File: config.mk
export PLATFORM = sky130hd
export DESIGN_NAME = gnss_binary_frame_parser_core
export DESIGN_NICKNAME = d
export VERILOG_FILES = /design/src/rtl/core/gbfp_pkg.sv /design/src/rtl/core/gnss_binary_frame_parser_core.sv /design/src/rtl/core/gbfp_parser.sv /design/src/rtl/core/gbfp_out_queue.sv
export SDC_FILE = /design/constraint.sdc
export NUM_CORES = 1
export LEC_CHECK = 0
export BUFFER_PORTS_ARGS = -buffer_cell sky130_fd_sc_hd__clkbuf_2
export CORE_MARGIN = 3
export CORE_UTILIZATION = 35
export CTS_BUF_LIST = sky130_fd_sc_hd__clkbuf_4 sky130_fd_sc_hd__clkbuf_8
export DETAILED_ROUTE_END_ITERATION = 16
export GPL_TIMING_DRIVEN = 0
export SETUP_SLACK_MARGIN = 0.02
export SKIP_LAST_GASP = 1
export SLEW_MARGIN = 20
export SYNTH_ARGS = -nofsm -noshare
export SYNTH_HDL_FRONTEND = slang
export SYNTH_HIERARCHICAL = 1
export SYNTH_SLANG_ARGS = --single-unit
File: constraint.sdc
create_clock -name i_clk -period 21.7 [get_ports i_clk]
set_input_delay 3.255 -clock i_clk [delete_from_list [all_inputs] [get_ports i_clk]]
set_output_delay 3.255 -clock i_clk [all_outputs]
set_load 0.01 [all_outputs]
File: src/rtl/core/gbfp_pkg.sv
`default_nettype none

package gbfp_pkg;

    localparam logic [7:0] SYNC_FIRST  = 8'hBE;
    localparam logic [7:0] SYNC_SECOND = 8'hEF;

    localparam logic [7:0] TYPE_BASE_A = 8'h22;
    localparam logic [7:0] TYPE_SOL_0  = 8'h50;
    localparam logic [7:0] TYPE_SOL_1  = 8'h51;
    localparam logic [7:0] TYPE_SOL_2  = 8'h52;
    localparam logic [7:0] TYPE_SOL_3  = 8'h53;

    localparam logic [15:0] CRC_POLY = 16'h1021;

    typedef enum logic [1:0] {
        EV_DATA = 2'd0,
        EV_GOOD = 2'd1,
        EV_BAD  = 2'd2
    } t_event_kind;

    typedef struct packed {
        t_event_kind event_kind;
        logic [7:0]  data_byte;
        logic [7:0]  byte_index;
        logic [7:0]  frame_type;
        logic [7:0]  frame_length;
        logic        known_type;
        logic [31:0] good_count;
        logic [31:0] error_count;
    } t_result;

    // CRC-16, MSB first, no reflection, one byte per call
    function automatic logic [15:0] crc_add(input logic [15:0] crc, input logic [7:0] b);
        logic [15:0] c;
        c = crc ^ {b, 8'h00};
        for (int i = 0; i < 8; i++) begin
            if (c[15]) begin
                c = {c[14:0], 1'b0} ^ CRC_POLY;
            end else begin
                c = {c[14:0], 1'b0};
            end
        end
        return c;
    endfunction

    function automatic logic type_known(input logic [7:0] t);
        return (t == TYPE_BASE_A) || (t == TYPE_SOL_0) || (t == TYPE_SOL_1) ||
               (t == TYPE_SOL_2) || (t == TYPE_SOL_3);
    endfunction

endpackage

`default_nettype wire

File: src/rtl/core/gnss_binary_frame_parser_core.sv
`default_nettype none

// Channel   Direction  Handshake                    Payload
// rx byte   in         i_in_valid / o_in_ready      i_rx_byte
// result    out        o_out_valid / i_out_ready    o_event_kind .. o_error_count
//
// One byte per cycle sustained while the output queue has space. A byte is taken
// into the input register, then parsing (state update and bytewise CRC) pushes at
// most one result into a two-deep output queue, from whose register it is shown.
// Synchronous active-low reset returns the parser to hunting and clears counters.
// Output stalls back up only once the queue holds two results; a byte that
// makes no result still waits for that space.
module gnss_binary_frame_parser_core #(
    parameter int COUNTER_BITS = 32
) (
    input  wire         i_clk,
    input  wire         i_rst_n,
    input  wire         i_in_valid,
    output logic        o_in_ready,
    input  wire  [7:0]  i_rx_byte,
    output logic        o_out_valid,
    input  wire         i_out_ready,
    output logic [1:0]  o_event_kind,
    output logic [7:0]  o_data_byte,
    output logic [7:0]  o_byte_index,
    output logic [7:0]  o_frame_type,
    output logic [7:0]  o_frame_length,
    output logic        o_known_type,
    output logic [31:0] o_good_count,
    output logic [31:0] o_error_count
);

    gbfp_pkg::t_result push_res;
    gbfp_pkg::t_result head_res;
    logic              push;
    logic              full;

    // parsing stage: input register, phase machine, CRC and frame counters
    gbfp_parser #(
        .COUNTER_BITS (COUNTER_BITS)
    ) u_parser (
        .i_clk      (i_clk),
        .i_rst_n    (i_rst_n),
        .i_valid    (i_in_valid),
        .o_ready    (o_in_ready),
        .i_rx_byte  (i_rx_byte),
        .i_res_full (full),
        .o_res_push (push),
        .o_res      (push_res)
    );

    // result skid: keeps bytes flowing while a result waits to be taken
    gbfp_out_queue u_out_queue (
        .i_clk   (i_clk),
        .i_rst_n (i_rst_n),
        .i_push  (push),
        .i_res   (push_res),
        .o_full  (full),
        .o_valid (o_out_valid),
        .i_ready (i_out_ready),
        .o_res   (head_res)
    );

    assign o_event_kind   = 2'(head_res.event_kind);
    assign o_data_byte    = head_res.data_byte;
    assign o_byte_index   = head_res.byte_index;
    assign o_frame_type   = head_res.frame_type;
    assign o_frame_length = head_res.frame_length;
    assign o_known_type   = head_res.known_type;
    assign o_good_count   = head_res.good_count;
    assign o_error_count  = head_res.error_count;

endmodule

`default_nettype wire

File: src/rtl/core/gbfp_parser.sv
`default_nettype none

module gbfp_parser #(
    parameter int COUNTER_BITS = 32
) (
    input  wire              i_clk,
    input  wire              i_rst_n,
    input  wire              i_valid,
    output logic             o_ready,
    input  wire  [7:0]       i_rx_byte,
    input  wire              i_res_full,
    output logic             o_res_push,
    output gbfp_pkg::t_result o_res
);

    typedef enum logic [6:0] {
        PH_HUNT    = 7'b0000001,
        PH_SYNC1   = 7'b0000010,
        PH_SYNC2   = 7'b0000100,
        PH_TYPE    = 7'b0001000,
        PH_PAYLOAD = 7'b0010000,
        PH_CRC_LO  = 7'b0100000,
        PH_CRC_HI  = 7'b1000000
    } t_phase;

    // input register
    logic        r_in_valid;
    logic [7:0]  r_in_byte;
    logic        advance;

    // parser state
    t_phase            r_phase,  n_phase;
    logic [7:0]        r_type,   n_type;
    logic [7:0]        r_length, n_length;
    logic [7:0]        r_taken,  n_taken;
    logic [15:0]       r_crc,    n_crc;
    logic [7:0]        r_crc_lo, n_crc_lo;
    logic [COUNTER_BITS-1:0] r_good,  n_good;
    logic [COUNTER_BITS-1:0] r_error, n_error;

    logic [15:0]       crc_next;
    logic [7:0]        taken_inc;
    logic              emit;
    gbfp_pkg::t_event_kind kind;
    logic [7:0]        data_b;
    logic [7:0]        index_b;
    logic              known;
    logic [COUNTER_BITS+31:0] good_ext;
    logic [COUNTER_BITS+31:0] error_ext;

    assign advance = r_in_valid && !i_res_full;
    assign o_ready = !r_in_valid || !i_res_full;

    always_ff @(posedge i_clk) begin
        if (!i_rst_n) begin
            r_in_valid <= 1'b0;
        end else if (o_ready) begin
            r_in_valid <= i_valid;
        end
    end

    always_ff @(posedge i_clk) begin
        if (o_ready && i_valid) begin
            r_in_byte <= i_rx_byte;
        end
    end

    assign crc_next  = gbfp_pkg::crc_add(r_crc, r_in_byte);
    assign taken_inc = r_taken + 8'd1;

    always_comb begin
        n_phase  = r_phase;
        n_type   = r_type;
        n_length = r_length;
        n_taken  = r_taken;
        n_crc    = r_crc;
        n_crc_lo = r_crc_lo;
        n_good   = r_good;
        n_error  = r_error;
        emit     = 1'b0;
        kind     = gbfp_pkg::EV_BAD;
        data_b   = 8'd0;
        index_b  = 8'd0;
        known    = 1'b0;
        unique case (r_phase)
            PH_SYNC1: begin
                if (r_in_byte == gbfp_pkg::SYNC_SECOND) begin
                    n_phase = PH_SYNC2;
                end else begin
                    n_phase = PH_HUNT;
                    emit    = 1'b1;
                end
            end
            PH_SYNC2: begin
                n_type = r_in_byte;
                if (r_in_byte == 8'd0) begin
                    n_phase = PH_HUNT;
                    emit    = 1'b1;
                end else begin
                    n_crc   = crc_next;
                    n_phase = PH_TYPE;
                end
            end
            PH_TYPE: begin
                n_length = r_in_byte;
                if (r_in_byte == 8'd0) begin
                    n_phase = PH_HUNT;
                    emit    = 1'b1;
                end else begin
                    n_crc   = crc_next;
                    n_phase = PH_PAYLOAD;
                end
            end
            PH_PAYLOAD: begin
                n_crc   = crc_next;
                n_taken = taken_inc;
                if (taken_inc >= r_length) begin
                    n_phase = PH_CRC_LO;
                end
                emit    = 1'b1;
                kind    = gbfp_pkg::EV_DATA;
                data_b  = r_in_byte;
                index_b = r_taken;
            end
            PH_CRC_LO: begin
                n_crc_lo = r_in_byte;
                n_phase  = PH_CRC_HI;
            end
            PH_CRC_HI: begin
                n_phase = PH_HUNT;
                emit    = 1'b1;
                if ({r_in_byte, r_crc_lo} == r_crc) begin
                    kind = gbfp_pkg::EV_GOOD;
                    if (gbfp_pkg::type_known(r_type)) begin
                        known  = 1'b1;
                        n_good = r_good + COUNTER_BITS'(1);
                    end else begin
                        n_error = r_error + COUNTER_BITS'(1);
                    end
                end
            end
            default: begin
                // hunting, and any code that is not a live phase
                n_phase = PH_HUNT;
                if (r_in_byte == gbfp_pkg::SYNC_FIRST) begin
                    n_phase  = PH_SYNC1;
                    n_type   = 8'd0;
                    n_length = 8'd0;
                    n_taken  = 8'd0;
                    n_crc    = 16'd0;
                    n_crc_lo = 8'd0;
                end
            end
        endcase
    end

    always_ff @(posedge i_clk) begin
        if (!i_rst_n) begin
            r_phase  <= PH_HUNT;
            r_type   <= 8'd0;
            r_length <= 8'd0;
            r_taken  <= 8'd0;
            r_crc    <= 16'd0;
            r_crc_lo <= 8'd0;
            r_good   <= '0;
            r_error  <= '0;
        end else if (advance) begin
            r_phase  <= n_phase;
            r_type   <= n_type;
            r_length <= n_length;
            r_taken  <= n_taken;
            r_crc    <= n_crc;
            r_crc_lo <= n_crc_lo;
            r_good   <= n_good;
            r_error  <= n_error;
        end
    end

    // counters report their low 32 bits, zero-extended when narrower
    assign good_ext  = (COUNTER_BITS + 32)'(n_good);
    assign error_ext = (COUNTER_BITS + 32)'(n_error);

    assign o_res_push = advance && emit;

    always_comb begin
        o_res.event_kind   = kind;
        o_res.data_byte    = data_b;
        o_res.byte_index   = index_b;
        o_res.frame_type   = n_type;
        o_res.frame_length = n_length;
        o_res.known_type   = known;
        o_res.good_count   = good_ext[31:0];
        o_res.error_count  = error_ext[31:0];
    end

endmodule

`default_nettype wire

File: src/rtl/core/gbfp_out_queue.sv
`default_nettype none

module gbfp_out_queue (
    input  wire               i_clk,
    input  wire               i_rst_n,
    input  wire               i_push,
    input  gbfp_pkg::t_result i_res,
    output logic              o_full,
    output logic              o_valid,
    input  wire               i_ready,
    output gbfp_pkg::t_result o_res
);

    gbfp_pkg::t_result r_mem [2];
    logic        r_wr_ptr;
    logic        r_rd_ptr;
    logic [1:0]  r_count, n_count;
    logic        pop;

    assign o_valid = (r_count != 2'd0);
    assign o_full  = (r_count == 2'd2);
    assign pop     = o_valid && i_ready;
    assign o_res   = r_mem[r_rd_ptr];

    always_comb begin
        n_count = r_count;
        if (i_push && !pop) begin
            n_count = r_count + 2'd1;
        end else if (pop && !i_push) begin
            n_count = r_count - 2'd1;
        end
    end

    always_ff @(posedge i_clk) begin
        if (!i_rst_n) begin
            r_wr_ptr <= 1'b0;
            r_rd_ptr <= 1'b0;
            r_count  <= 2'd0;
        end else begin
            r_count <= n_count;
            if (i_push) begin
                r_wr_ptr <= !r_wr_ptr;
            end
            if (pop) begin
                r_rd_ptr <= !r_rd_ptr;
            end
        end
    end

    always_ff @(posedge i_clk) begin
        if (i_push) begin
            r_mem[r_wr_ptr] <= i_res;
        end
    end

endmodule

`default_nettype wire

## Word-level counts from Yosys, hierarchy flattened

Memory sizes are Yosys's and may differ from the RTL's. A register that Yosys moved wholly into a read port is not among the register bits.
Index checks and enable logic that the tools add are counted.

- Flip-flop bits (word level): 132
- RAM bits: 198
- Memories: 1

Memories:

| memory | depth | bits a word | rd ports | clocked after memory_dff | wr ports | line | source |
|---|---|---|---|---|---|---|---|
| u_out_queue.r_mem | 2 | 99 | 1 | 1 | 1 | gbfp_out_queue.sv:14 | `gbfp_pkg::t_result r_mem [2];` |

- Add/sub/neg operators: 5
- $lt $le $gt $ge: 1
- Equal/unequal tests: 17
- Muxes and demuxes: 46
- Bitwise operators: 12
- Reduce and logical (&&, ||, !) cells: 34

Operators with widths:

| cell | count |
|---|---|
| $mux W32 | 6 |
| $mux W13 | 8 |
| $add A32 B1 Y32 const B | 2 |
| $pmux W8 S2 | 4 |
| $pmux W16 S3 | 1 |
| $pmux W7 S6 | 1 |
| $mux W8 | 5 |
| $eq A8 B7 Y1 const B | 4 |
| $mux W16 | 2 |
| $not A3 Y3 | 8 |
| $reduce_or A5 Y1 | 4 |
| $eq A16 B16 Y1 | 1 |
| $eq A8 B8 Y1 const B | 2 |
| $xor A16 B16 Y16 | 1 |
| $mux W1 | 9 |
| $add A8 B1 Y8 const B | 1 |
| $eq A8 B6 Y1 const B | 1 |
| $ge A8 B8 Y1 | 1 |
| $logic_not A8 Y1 | 1 |
| $mux W2 | 4 |
| $reduce_bool A2 Y1 | 4 |
| $eq A7 B2 Y1 const B | 1 |
| $eq A7 B3 Y1 const B | 1 |
| $eq A7 B4 Y1 const B | 1 |
| other kinds (24) | 42 |

## Depth between registers and ports, before layout

- Word-level depth: 19
- Depth in mapped cells: 11
- Depth with buffers taken out: 11

## By module

The synthesis kept the hierarchy.

By module, submodules not included:

| module | times used | cells an instance | area an instance (sq um) | sequential area each (sq um) |
|---|---|---|---|---|
| gbfp_parser | 1 | 940 | 7514.7 | 2642.5 |
| gbfp_out_queue | 1 | 330 | 7392.1 | 6045.8 |

## Worst setup path before layout

Ideal clock, no wire load.

- Path type: reg2reg
- Start: reg u_parser.r_phase[6]
- End: mem u_out_queue/r_mem[0][0] in the netlist's numbering (enable)
- Library setup time: 0.570 ns
- Data arrival time: 6.230 ns
- Data required time: 21.130 ns
- Path slack: 14.900 ns
- Cell stages (with the launch flop): 8
- Path buffers: 1
- Cell sequence: dfxtp_1 -> buf_2 -> or3_1 -> or4_4 -> nor2_2 -> nor4_1 -> nor2_1 -> nor2b_1

- Longest elaborated chain between the ends: 6

Ends and longest elaborated chain:

| element | line | source |
|---|---|---|
| start: declaration | gbfp_parser.sv:32 | `t_phase r_phase, n_phase;` |
| start signal: assignment | gbfp_parser.sv:168 | `r_phase <= n_phase;` |
| $eq A7 B5 Y1, or another cell as far along | gbfp_parser.sv:85 | `unique case (r_phase)` |
| $reduce_or A2 Y1 (no line) | n/a |  |
| $pmux W1 S3 (*) | gbfp_parser.sv:85 |  |
| $logic_and A1 B1 Y1 (*) | gbfp_parser.sv:183 | `assign o_res_push = advance && emit;` |
| net push | gnss_binary_frame_parser_core.sv:35 | `logic push;` |
| $mux W1 (*) | gbfp_out_queue.sv:51 | `if (i_push) begin` |
| $mux W1 (not written as such) (*) | gbfp_out_queue.sv:52 | `r_mem[r_wr_ptr] <= i_res;` |
| end: declaration | gbfp_out_queue.sv:14 |  |

Mark *: on every way through the listed nets, which the timed path passes. The rest lies on a longest branch.

==> results.md <==
* DP HPWL at 24.2 mm
* Pwr Density at 70.7 nW/µm²
* Area of the mapped netlist at 14900 µm²
* Syn Area/Cell at 11.7 µm²
* Utilization after layout at 42.0%
* DIE WIDTH at 212 µm
* Ys flop type: edfxtp_1
* CP Launch Type: flop
* FFs w/ async S/R, synth at 0%
* Hold WC Path Type: reg2reg
* Crit path DAT at 1950 ps
* Number of synthesized flops with an enable pin at 206
* Vias per cell at 5.17
* Post-Synthesis Cells at 1270
* Die area at 45100 µm²
* Antenna-violating nets left at 0
* First-pass GRT wire length at 55.8 mm
* H-tree levels at 2
* Tmin final at 5210 ps
* Setup violators final at 0
* Final Hold Vio Count at 0
* Root Buffer: clkbuf_8
* Number of remaining DRC errors at 0
* Commonest non-fill, non-tap cell in the layout: edfxtp_1
* Status: finished, final reports clean
* RSZ-0062 raised after global routing: false
* Worst EP required at 18450 ps
* Worst slew pin tran at 940 ps
* Overall routed net length at 35.5 mm
* Yosys cell types at 64
* Synthesis warning total at 6
* Vias at 10500
* Ant diodes at 0
* Post-route setup TNS at 0 ps
* Cts bufs inserted at 53
* Worst IR drop on VDD at 36.9 µV
* DRT Pass-1 Iters at 5
* PortBufs at 112
* Fmax at 192 MHz
* Final period utilization at 24.0%
* Worst Path Max Fanout at 10
* Register area share after synthesis at 58.3%
* WS Path Type: reg2out
* Pins over their slew limit at 0
* Largest net degree at the start of global routing at 52
* Area Overhead vs Synth at 17.0%
* WL/cell at 17.6 µm
* Io pins at 113
* Die Y-Extent at 212 µm
* Slew headroom at 36.9%
* CTS Sinks at 331
* Most frequent cells in the layout: edfxtp_1 (206), dfxtp_1 (125), clkbuf_2 (112)
* Drt initial violations at 624
* Post-cts gate resize count at 0
* Maxcap violations at 0
* Leakage at 6.43 nW
* Total congestion overflow at 0
* Worst-skew pair later-pin latency at 600 ps
* Post-Route Skew at 33.8 ps
* # nets final at 1468
* Vias in the first global route at 10300
* Initial antenna violation count at 4
* Initial core utilization at 35.9%
* #FFs+latches synth at 331
* Gr usage total at 15.5%
* Layout cells sized above 1 at 24.1%
* CTS tree: done
* Core ar. at 41500 µm²
* Clock tree buffer depth at 3
* Clk slew on worst S/H paths at 60 ps
* Postcts setup bufs at 0
* Placer congestion estimate at 0.830
* CP Capture Type: output port
* Hold_buf cts at 0
* Synthesized Nets at 1294
* Site Rows at 74
[cell families after synthesis]
family / count (synthesis) / share of synthesized area (%)
flops: 331 / 58.3
mux: 106 / 8.21
compound gates: 224 / 9.18
fa+ha+maj: 12 / 1.01
simple gates: 399 / 14.2
xor+xnor: 109 / 6.40
buf+inv: 89 / 2.74
[where the power goes]
| part | internal, mW | switching (mW) |
|---|---|---|
| Combinational | 0.00676 | 0.0178 |
| Sequential | 0.662 | 0.000307 |
| Clock | 0.305 | 0.241 |
| Total | 0.973 | 0.259 |
[synthesized netlist by cell type (3+ instances only)]
cell,n,area [µm²]
a31oi_1,4,25.0
o21ai_0,66,330
xnor2_1,39,342
mux2_2,90,1010
and3_1,18,113
clkbuf_1,40,150
inv_1,18,67.6
and2_1,24,150
or2_2,5,31.3
and4_1,3,26.3
or4_1,10,75.1
buf_6,6,67.6
nor4_1,10,62.6
edfxtp_1,206,6190
a21oi_1,76,380
xor2_1,70,613
mux2_4,10,150
o21a_1,3,22.5
ha_1,12,150
buf_2,17,85.1
or3_1,57,357
buf_1,4,15.0
nor2b_1,6,37.5
a22oi_1,3,22.5
nand2_1,82,308
nand2b_1,6,37.5
mux2i_1,6,60.1
o22ai_1,8,50.1
nor2_1,83,312
nor3_1,19,95.1
nand3_1,41,205
dfxtp_1,125,2500
a22o_1,40,350
nand4_1,13,81.3
o31ai_1,10,75.1
[worst paths after layout]
check,from,to,slack (ps),cells after the start
setup reg to reg,u_parser/r_phase[0]$_SDFFE_PN1P_,u_out_queue/r_mem[0][82]$_DFFE_PP_,17830,10
hold / removal,u_parser/r_type[2]$_SDFFE_PN0P_,u_parser/r_type[2]$_SDFFE_PN0P_,480,2
hold reg to reg,u_parser/r_type[2]$_SDFFE_PN0P_,u_parser/r_type[2]$_SDFFE_PN0P_,480,2
setup / recovery,flop,o_error_count[14],16490,4
[stage by stage]
| step | hold WS (ps) | area, µm² | cells | total power, mW | setup WS [ps] |
|---|---|---|---|---|---|
| finish | 482 | 17400 | 2020 | 1.23 | 16490 |
| floorplan | 454 | 14900 | 1270 | 0.690 | 14900 |
| CTS | 485 | 17400 | 2020 | 1.25 | 16420 |
| detailed placement | 476 | 16300 | 1921 | 0.700 | 16700 |
| global route | 509 | 17400 | 2020 | 1.28 | 16400 |
| global placement | 467 | 16100 | 1914 | 0.700 | 11400 |
[routing by layer]
layer / vias to the layer above / GRT usage (%) / wire length (µm)
li1: 5028 / - / -
met1: 5119 / 20.4 / 16100
met2: 251 / 26.0 / 16900
met3: 52 / 3.17 / 1880
met4: 2 / 4.43 / 687
met5: - / 0 / 13
[layout make-up]
| class | count | area [µm²] |
|---|---|---|
| plain buffers | 69 | 333 |
| clock buffers | 78 | 948 |
| clock inverters | 21 | 148 |
| fillers | 3966 | 24000 |
| inverters | 20 | 75.1 |
| multi-input cells | 850 | 5830 |
| flip-flops and latches | 331 | 8690 |
| well taps | 532 | 666 |
| repair buffers | 119 | 746 |
[sequential cells by signal, summed over array words and instances, names as in the netlist, 2 cells and up, named ones only]
register             count
u_out_queue/r_mem      198
u_parser/r_error        32
u_parser/r_good         32
u_parser/r_crc          16
u_parser/r_crc_lo        8
u_parser/r_in_byte       8
u_parser/r_length        8
u_parser/r_taken         8
u_parser/r_type          8
u_parser/r_phase         7
u_out_queue/r_count      2
[critical path, cell delays in order (launching register included)]
cell and delay, ps:
dfxtp_1 330, buf_6 190, buf_2 310, mux2_2 400, clkbuf_2 130
(Power assumes the default switching activity.)
